--- src/lqcg_pkg.sv ---
// Package for the lidar quadrant collision gate.
// Holds field widths, sector and register codes, the result entry type and the gating function.
// No dependencies.
package lqcg_pkg;

  localparam int RangeW = 16;
  localparam int VelW   = 16;
  localparam int AngW   = 16;
  localparam int NumSec = 4;

  localparam logic signed [AngW-1:0] AngEighth      = 16'sd8192;
  localparam logic signed [AngW-1:0] AngThreeEighth = 16'sd24576;
  localparam logic [RangeW-1:0]      NoRange        = 16'hFFFF;

  // Sector codes, which are also the flag bit positions.
  typedef enum logic [1:0] {
    SEC_FRONT = 2'd0,
    SEC_RIGHT = 2'd1,
    SEC_BACK  = 2'd2,
    SEC_LEFT  = 2'd3
  } sector_t;

  // Configuration register indexes.
  typedef enum logic [2:0] {
    REG_SCAN_START  = 3'd0,
    REG_ANGLE_STEP  = 3'd1,
    REG_MIN_RANGE   = 3'd2,
    REG_MAX_RANGE   = 3'd3,
    REG_COLL_DIST   = 3'd4
  } reg_idx_t;

  // Input action codes.
  typedef enum logic {
    ACT_SAMPLE  = 1'b0,
    ACT_COMMAND = 1'b1
  } action_t;

  // Result kind codes.
  typedef enum logic {
    KIND_COMMAND = 1'b0,
    KIND_STATUS  = 1'b1
  } kind_t;

  typedef struct packed {
    logic signed [VelW-1:0] x;
    logic signed [VelW-1:0] y;
    logic                   hit;
  } gated_t;

  // One queued job: a gated command, optionally followed by a status result.
  typedef struct packed {
    logic                          pair;
    logic signed [VelW-1:0]        x;
    logic signed [VelW-1:0]        y;
    logic signed [VelW-1:0]        turn;
    logic                          hit;
    logic [NumSec-1:0]             flags;
    logic [NumSec-1:0][RangeW-1:0] mins;
  } entry_t;

  // Zero each velocity axis that points into a flagged sector.
  function automatic gated_t gate_cmd(input logic signed [VelW-1:0] x,
                                      input logic signed [VelW-1:0] y,
                                      input logic [NumSec-1:0] flags);
    gated_t g;
    logic   kill_x;
    logic   kill_y;
    kill_x = (flags[SEC_FRONT] && (x > 0)) || (flags[SEC_BACK] && (x < 0));
    kill_y = (flags[SEC_LEFT] && (y > 0)) || (flags[SEC_RIGHT] && (y < 0));
    g.x   = kill_x ? '0 : x;
    g.y   = kill_y ? '0 : y;
    g.hit = kill_x || kill_y;
    return g;
  endfunction

endpackage

--- src/lidar_quadrant_collision_gate_top.sv ---
// Top level of the lidar quadrant collision gate; depends on lqcg_pkg for types, codes and gating.
// Each job is registered into the two-entry result queue and presented from its head; a status
// result follows its command result one output transfer later. Throughput: one input item per
// cycle while the queue has room; a scan end that raises flags takes two output transfers.
// rst_n is synchronous, active low, and returns all registers, flags, minima and the stored
// command to their reset values; the queue storage itself is not reset.
module lidar_quadrant_collision_gate_top
  import lqcg_pkg::*;
(
  input  logic        clk,
  input  logic        rst_n,
  // Input channel.
  input  logic        in_tvalid,
  output logic        in_tready,
  input  logic [63:0] in_tdata,   // range_mm[15:0], vel_x[31:16], vel_y[47:32], turn_rate[63:48]
  input  logic        in_tlast,   // scan_end
  input  logic        in_tuser,   // action
  // Result channel.
  output logic         out_tvalid,
  input  logic         out_tready,
  output logic [119:0] out_tdata, // safe_x[15:0], safe_y[31:16], safe_turn[47:32],
                                  // intervened[48], sector_flags[52:49], front_min[68:53],
                                  // right_min[84:69], back_min[100:85], left_min[116:101],
                                  // zero fill [119:117]
  output logic         out_tlast, // last_of_run
  output logic         out_tuser, // result_kind
  // Configuration write channel.
  input  logic        cfg_valid,
  output logic        cfg_ready,
  input  logic [2:0]  cfg_index,
  input  logic [15:0] cfg_data
);

  // Configuration registers.
  logic signed [AngW-1:0] scan_start_r;
  logic signed [AngW-1:0] angle_step_r;
  logic [RangeW-1:0]      min_range_r;
  logic [RangeW-1:0]      max_range_r;
  logic [RangeW-1:0]      coll_dist_r;

  // Scan state.
  logic                          scan_open_r, scan_open_nxt;
  logic signed [AngW-1:0]        angle_r, angle_nxt;
  logic [NumSec-1:0]             wflags_r, wflags_nxt;
  logic [NumSec-1:0][RangeW-1:0] mins_r, mins_nxt;
  logic [NumSec-1:0]             cflags_r, cflags_nxt;
  logic signed [VelW-1:0]        cmd_x_r, cmd_y_r, cmd_turn_r;
  logic signed [VelW-1:0]        cmd_x_nxt, cmd_y_nxt, cmd_turn_nxt;

  // Result queue: two jobs, each one or two results.
  entry_t     q_mem [2];
  logic [1:0] q_cnt_r, q_cnt_nxt;
  logic       q_wr_r;
  logic       q_rd_r;
  logic       phase_r, phase_nxt;
  entry_t     head;
  entry_t     push_ent;
  logic       push;
  logic       pop;

  logic in_xfer;
  logic out_xfer;

  // Decoded input fields.
  logic                   act;
  logic [RangeW-1:0]      range_mm;
  logic signed [VelW-1:0] vel_x, vel_y, turn_rate;

  // Sample path.
  logic signed [AngW-1:0]        cur_angle;
  logic [NumSec-1:0]             wflags_base;
  logic [NumSec-1:0][RangeW-1:0] mins_base;
  logic                          range_ok;
  sector_t                       sec;
  gated_t                        gate_new;
  gated_t                        gate_old;

  assign act       = in_tuser;
  assign range_mm  = in_tdata[15:0];
  assign vel_x     = in_tdata[31:16];
  assign vel_y     = in_tdata[47:32];
  assign turn_rate = in_tdata[63:48];

  // Config always taken; the user keeps the block idle whenever it is written; not enforced.
  assign cfg_ready = 1'b1;

  // Room is kept for a whole job, so input readiness does not depend on out_tready.
  assign in_tready = (q_cnt_r != 2'd2);
  assign in_xfer   = in_tvalid && in_tready;
  assign out_xfer  = out_tvalid && out_tready;

  always_ff @(posedge clk) begin
    if (!rst_n) begin
      scan_start_r <= 16'sh8000;
      angle_step_r <= 16'sd182;
      min_range_r  <= 16'd100;
      max_range_r  <= 16'd12000;
      coll_dist_r  <= 16'd600;
    end else if (cfg_valid && cfg_ready) begin
      case (cfg_index)
        REG_SCAN_START: scan_start_r <= cfg_data;
        REG_ANGLE_STEP: angle_step_r <= cfg_data;
        REG_MIN_RANGE:  min_range_r  <= cfg_data;
        REG_MAX_RANGE:  max_range_r  <= cfg_data;
        REG_COLL_DIST:  coll_dist_r  <= cfg_data;
        default: ;
      endcase
    end
  end

  // The first sample of a scan starts from the configured angle with cleared flags and minima.
  assign cur_angle   = scan_open_r ? angle_r : scan_start_r;
  assign wflags_base = scan_open_r ? wflags_r : '0;
  always_comb begin
    for (int i = 0; i < NumSec; i++) begin
      mins_base[i] = scan_open_r ? mins_r[i] : NoRange;
    end
  end

  assign range_ok = (range_mm >= min_range_r) && (range_mm <= max_range_r);

  // Sector boundaries at plus and minus 45 and 135 degrees; wrap of the angle is the
  // normalization.
  always_comb begin
    if ((cur_angle >= -AngEighth) && (cur_angle <= AngEighth)) begin
      sec = SEC_FRONT;
    end else if ((cur_angle > AngEighth) && (cur_angle <= AngThreeEighth)) begin
      sec = SEC_LEFT;
    end else if ((cur_angle > AngThreeEighth) || (cur_angle < -AngThreeEighth)) begin
      sec = SEC_BACK;
    end else begin
      sec = SEC_RIGHT;
    end
  end

  // A new command is gated by the flags of the last completed scan. At a scan end the stored
  // command is gated below by the flags that are being committed.
  assign gate_new = gate_cmd(vel_x, vel_y, cflags_r);

  always_comb begin
    scan_open_nxt = scan_open_r;
    angle_nxt     = angle_r;
    wflags_nxt    = wflags_r;
    mins_nxt      = mins_r;
    cflags_nxt    = cflags_r;
    cmd_x_nxt     = cmd_x_r;
    cmd_y_nxt     = cmd_y_r;
    cmd_turn_nxt  = cmd_turn_r;
    gate_old      = '0;
    push          = 1'b0;
    push_ent      = '0;

    if (in_xfer) begin
      if (act == ACT_COMMAND) begin
        cmd_x_nxt     = vel_x;
        cmd_y_nxt     = vel_y;
        cmd_turn_nxt  = turn_rate;
        push          = 1'b1;
        push_ent.pair = 1'b0;
        push_ent.x    = gate_new.x;
        push_ent.y    = gate_new.y;
        push_ent.turn = turn_rate;
        push_ent.hit  = gate_new.hit;
        push_ent.flags = cflags_r;
      end else begin
        scan_open_nxt = 1'b1;
        angle_nxt     = cur_angle + angle_step_r;
        wflags_nxt    = wflags_base;
        mins_nxt      = mins_base;
        if (range_ok) begin
          if (range_mm < mins_base[sec]) begin
            mins_nxt[sec] = range_mm;
          end
          if (range_mm <= coll_dist_r) begin
            wflags_nxt[sec] = 1'b1;
          end
        end
        if (in_tlast) begin
          scan_open_nxt = 1'b0;
          cflags_nxt    = wflags_nxt;
          gate_old      = gate_cmd(cmd_x_r, cmd_y_r, wflags_nxt);
          // Only a scan that raised a flag produces results.
          if (wflags_nxt != '0) begin
            push           = 1'b1;
            push_ent.pair  = 1'b1;
            push_ent.x     = gate_old.x;
            push_ent.y     = gate_old.y;
            push_ent.turn  = cmd_turn_r;
            push_ent.hit   = gate_old.hit;
            push_ent.flags = wflags_nxt;
            push_ent.mins  = mins_nxt;
          end
        end
      end
    end
  end

  always_ff @(posedge clk) begin
    if (!rst_n) begin
      scan_open_r <= 1'b0;
      angle_r     <= '0;
      wflags_r    <= '0;
      for (int i = 0; i < NumSec; i++) begin
        mins_r[i] <= NoRange;
      end
      cflags_r    <= '0;
      cmd_x_r     <= '0;
      cmd_y_r     <= '0;
      cmd_turn_r  <= '0;
    end else begin
      scan_open_r <= scan_open_nxt;
      angle_r     <= angle_nxt;
      wflags_r    <= wflags_nxt;
      mins_r      <= mins_nxt;
      cflags_r    <= cflags_nxt;
      cmd_x_r     <= cmd_x_nxt;
      cmd_y_r     <= cmd_y_nxt;
      cmd_turn_r  <= cmd_turn_nxt;
    end
  end

  // Output side. A paired job first shows its command result, then its status result.
  assign head       = q_mem[q_rd_r];
  assign out_tvalid = (q_cnt_r != 2'd0);
  assign pop        = out_xfer && (!head.pair || phase_r);

  always_comb begin
    phase_nxt = phase_r;
    if (out_xfer) begin
      phase_nxt = head.pair && !phase_r;
    end
    q_cnt_nxt = q_cnt_r;
    case ({push, pop})
      2'b10:   q_cnt_nxt = q_cnt_r + 2'd1;
      2'b01:   q_cnt_nxt = q_cnt_r - 2'd1;
      default: q_cnt_nxt = q_cnt_r;
    endcase
  end

  always_ff @(posedge clk) begin
    if (!rst_n) begin
      q_cnt_r <= '0;
      q_wr_r  <= 1'b0;
      q_rd_r  <= 1'b0;
      phase_r <= 1'b0;
    end else begin
      q_cnt_r <= q_cnt_nxt;
      phase_r <= phase_nxt;
      if (push) begin
        q_wr_r <= !q_wr_r;
      end
      if (pop) begin
        q_rd_r <= !q_rd_r;
      end
    end
  end

  always_ff @(posedge clk) begin
    if (push) begin
      q_mem[q_wr_r] <= push_ent;
    end
  end

  // Minima appear only in the status result; the command result carries zeros there.
  always_comb begin
    out_tuser = phase_r ? KIND_STATUS : KIND_COMMAND;
    out_tlast = !head.pair || phase_r;
    out_tdata = '0;
    out_tdata[15:0]  = head.x;
    out_tdata[31:16] = head.y;
    out_tdata[47:32] = head.turn;
    out_tdata[48]    = head.hit;
    out_tdata[52:49] = head.flags;
    if (phase_r) begin
      out_tdata[68:53]   = head.mins[SEC_FRONT];
      out_tdata[84:69]   = head.mins[SEC_RIGHT];
      out_tdata[100:85]  = head.mins[SEC_BACK];
      out_tdata[116:101] = head.mins[SEC_LEFT];
    end
  end

  // The queue never holds more than its two entries.
  a_cnt_bound: assert property (@(posedge clk) disable iff (!rst_n)
    q_cnt_r != 2'd3)
    else $error("result queue count out of range");

  // The status phase is only entered for a job that has a status result.
  a_phase_pair: assert property (@(posedge clk) disable iff (!rst_n)
    phase_r |-> (head.pair && out_tvalid))
    else $error("status phase without a paired job");

  // A velocity command always leaves a result waiting in the next cycle.
  a_cmd_result: assert property (@(posedge clk) disable iff (!rst_n)
    (in_xfer && (act == ACT_COMMAND)) |=> out_tvalid)
    else $error("velocity command produced no result");

  // A scan end always closes the scan.
  a_scan_close: assert property (@(posedge clk) disable iff (!rst_n)
    (in_xfer && (act == ACT_SAMPLE) && in_tlast) |=> !scan_open_r)
    else $error("scan still open after its last sample");

endmodule

--- config.mk ---
export PLATFORM = sky130hd
export DESIGN_NAME = lidar_quadrant_collision_gate_top
export DESIGN_NICKNAME = d
export VERILOG_FILES = /design/src/lqcg_pkg.sv /design/src/lidar_quadrant_collision_gate_top.sv
export SDC_FILE = /design/constraint.sdc
export NUM_CORES = 1
export LEC_CHECK = 0
export BUFFER_PORTS_ARGS = -buffer_cell sky130_fd_sc_hd__clkbuf_2
export CAP_MARGIN = 20
export CORE_MARGIN = 2
export CORE_UTILIZATION = 45
export DETAILED_ROUTE_END_ITERATION = 10
export GPL_ROUTABILITY_DRIVEN = 0
export GPL_TIMING_DRIVEN = 0
export PLACE_DENSITY = 0.66
export SETUP_SLACK_MARGIN = 0.02
export SLEW_MARGIN = 5
export SYNTH_ARGS = -nofsm -noshare
export SYNTH_HDL_FRONTEND = slang
export SYNTH_SLANG_ARGS = --single-unit
export TNS_END_PERCENT = 100
--- constraint.sdc ---
create_clock -name clk -period 8.4 [get_ports clk]
set_input_delay 0.84 -clock clk [delete_from_list [all_inputs] [get_ports clk]]
set_output_delay 0.84 -clock clk [all_outputs]
set_load 0.01 [all_outputs]
==> metrics.cfg <==
[outcome]
status = complete, no violations

[clocking]
post-cts-setup-buffer-count = 0
clock_latency_ns = 0.61
clk_pin_slew_worst_paths_ns = 0.06
postCtsHoldBufs = 0
cts_max_path_buffers = 3
clock-sinks = 459
cts_tree = yes
numCtsBuffers = 46
root_buffer = clkbuf_16
cts_resized = 0
h-tree-depth = 2

[worst_setup_path]
r2r_slack_ns = 1.84
arrival_ns = 6.84
worst_setup_path_start_kind = register
crit_top_cell = a21oi_1
crit_required_ns = 8.68
end_kind = register
crit_type = reg -> reg
timing.rr.start = scan_start_r[9]
cp_slowest_cell = a311oi_1
critPathMaxFanout = 10
crit_chain = or4_1 > nor3_2 > o2111a_1 > or2_1 > buf_6 > buf_1 > mux2i_1 > a21oi_1 > nor2b_1 > ha_1 > a21oi_1 > o211ai_1 > o211ai_1 > a21oi_1 > a2111oi_2 > o2111a_1 > o21ai_1 > buf_2 > buf_1 > a311oi_1
worstSetupStartpoint = scan_start_r[9]
cpPeakStageDelay_ns = 0.78

[yosys]
synth_cells = 2212
yosysWarnings = 0
netlist_area_sq_mm = 0.0220
yosysUniqueCellTypes = 71
ys_seq_area_share_pct = 52.4
synth_area_leaders = edfxtp_1 (32%), dfxtp_1 (20%), nand2_1 (5.3%), ha_1 (4.5%), mux2i_1 (3.9%)
synth_top_area_share_pct = 32.1
synthFlopType = edfxtp_1
synth.avg_cell_area_sq_um = 9.97
async_reset_ff_share_pct = 0
synth_edf_count = 236
ys_seq_elements = 459
yosys.area.top_type = edfxtp_1

[layout]
drive_above_1_share_pct = 15.8
areaGrowthSynthToFinish_pct = 16.4
seq_area_sq_mm = 0.0116
layout_commonest_cell = nand2_1
instances_no_fill = 3137
n_antenna_cell = 0
multiInputGateArea_sq_mm = 0.00939
fin_nets = 2649
final_cell_mix = nand2_1 (311), edfxtp_1 (236), dfxtp_1 (223)
fin_area_sq_mm = 0.0257
n_fill_cell = 4325

[route]
drcViolationCount = 0
dr.pass1.iters = 5
drt_iter0_drc = 1627
routed_via_density = 5.64
totalWireLength_um = 62600
vias = 17692
wl_per_cell_um = 20.0
drtAntennaViolNets = 0

[floorplanning]
core_region_area_sq_mm = 0.0486
initial_core_util_pct = 45.3
rows = 81
die-area_sq_mm = 0.0508
dieHeight_um = 225
ios = 215
fp.dieW_um = 225

[placement]
io_buffers = 209
placed_area_sq_mm = 0.0241
numPlacedInstances = 3053
hpwl_um = 46900

[sta]
rsz0062_at_grt = false
finalSetupViolCount = 0
hold_violations = 0
maxClockFrequency_mhz = 152
worstMarginPinSlew_ns = 1.01
fin_crit_sh_pct = 78.1
fin_skew_ns = 0.0317
period_minus_slack_ns = 6.56
drv_slew = 0
slew_headroom_pct = 32.1

[pwr]
leakage_nw = 9.67
netSwitchingPower_mw = 1.41
switching_share_pct = 26.2
p_seq_share_pct = 46.2
power.density_mw_per_mm2 = 210
peakVddDrop_v = 0.000143
pwr-share-comb_pct = 13.9
clock_power_share_pct = 39.9
p_int_mw = 3.97

[global_route]
grt_pass1_vias = 16932
grt_pass1_wl_um = 95100
grt_use_total_pct = 24.2
overflow = 0
antenna_found_initial = 0
grt_max_degree = 28

[flow_run]
drv_cap = 0

[worst_hold_path]
hold_class = reg -> reg
hp-start = min_range_r[15]

==> power groups by stage <==
stage / Clock, mW / Combinational, mW / Sequential [mW]
2_1_floorplan: 0 / 0.462 / 2.53
3_3_place_gp: 0 / 0.705 / 2.55
3_5_place_dp: 0 / 0.736 / 2.53
4_1_cts: 2.17 / 0.740 / 2.48
5_1_grt: 2.26 / 0.807 / 2.49
6_report: 2.15 / 0.746 / 2.48
==> critical path: cells and delay by family, from the launching register on <==
| kind | cells | cell delay [ns] |
|---|---|---|
| AO/OA/AOI/OAI | 10 | 2.81 |
| buffers and inverters | 4 | 1.24 |
| adder cells (fa/ha/maj) | 1 | 0.29 |
| AND/OR/NAND/NOR | 4 | 1.30 |
| flip-flops | 1 | 0.32 |
| multiplexers | 1 | 0.27 |
==> cell families (layout without fill, tap and decap cells) <==
group | count (synthesis) | in the layout | share of synthesized area, %
muxes | 152 | 152 | 7.30
AOI/OAI and AO/OA | 466 | 466 | 14.0
and+or+nand+nor | 753 | 753 | 16.1
adders and majority gates | 80 | 80 | 4.57
buffers and inverters | 286 | 587 | 5.11
other | 2 | 4 | 0.0341
xor gates and xnor gates | 14 | 14 | 0.556
DFF | 459 | 459 | 52.4
==> state kept, by name (all words and copies together), names as in the netlist, named ones only <==
name	flops
max_range_r	16
q_mem	236
q_rd_r	1
phase_r	1
cmd_x_r	16
q_wr_r	1
cmd_turn_r	16
angle_step_r	16
scan_start_r	16
q_cnt_r	2
coll_dist_r	16
mins_r	64
wflags_r	4
angle_r	16
scan_open_r	1
cmd_y_r	16
cflags_r	4
min_range_r	16
==> path summary, 6_finish.rpt <==
check / cells past startpoint / end
max: 20 / q_mem[0][47]
min: 2 / min_range_r[15]
max reg2reg: 20 / q_mem[0][47]
min reg2reg: 2 / min_range_r[15]
==> stage by stage <==
| step | total power, mW | TNS [ns] | setup WS (ns) | hold WS (ns) | utilization, % |
|---|---|---|---|---|---|
| 3_3_place_gp | 3.25 | -777.00 | -3.31 | 0.441 | 49.1 |
| 6_report | 5.38 | 0 | 1.84 | 0.455 | 52.7 |
| 2_1_floorplan | 2.99 | 0 | 0.468 | 0.436 | - |
| 3_5_place_dp | 3.27 | 0 | 2.03 | 0.447 | 49.5 |
| 5_1_grt | 5.56 | 0 | 1.69 | 0.473 | 52.7 |
| 4_1_cts | 5.40 | 0 | 2.00 | 0.456 | 52.7 |
==> cell type report <==
type                    instances  share of cell area [%]
flip-flops and latches        459                    45.0
multi-input cells            1469                    36.6
clock buffers                  57                    4.93
repair buffers                217                    4.76
well taps                     622                    3.03
plain buffers                 162                    2.57
inverters                     124                    1.81
clock inverters                27                    1.27
==> cells in the mapped netlist (24+ instances only) <==
cell	n
a22o_1	34
nand2_1	311
dfxtp_1	223
a311oi_1	49
inv_1	122
nor2b_1	102
nor3_1	120
o21ai_0	79
clkbuf_1	113
buf_1	27
nand3_1	24
a21oi_1	165
edfxtp_1	236
nor2_1	103
ha_1	79
mux2i_1	86
mux2_2	64
==> metal layers <==
layer	share of wire, %	track usage (%)	up-vias
li1	-	-	8445
met1	44	32.9	8389
met2	46	39.0	724
met3	7.2	4.00	134
met4	3.5	8.74	0
met5	0	0	-
Note: power is estimated with default switching activity, not from simulation.
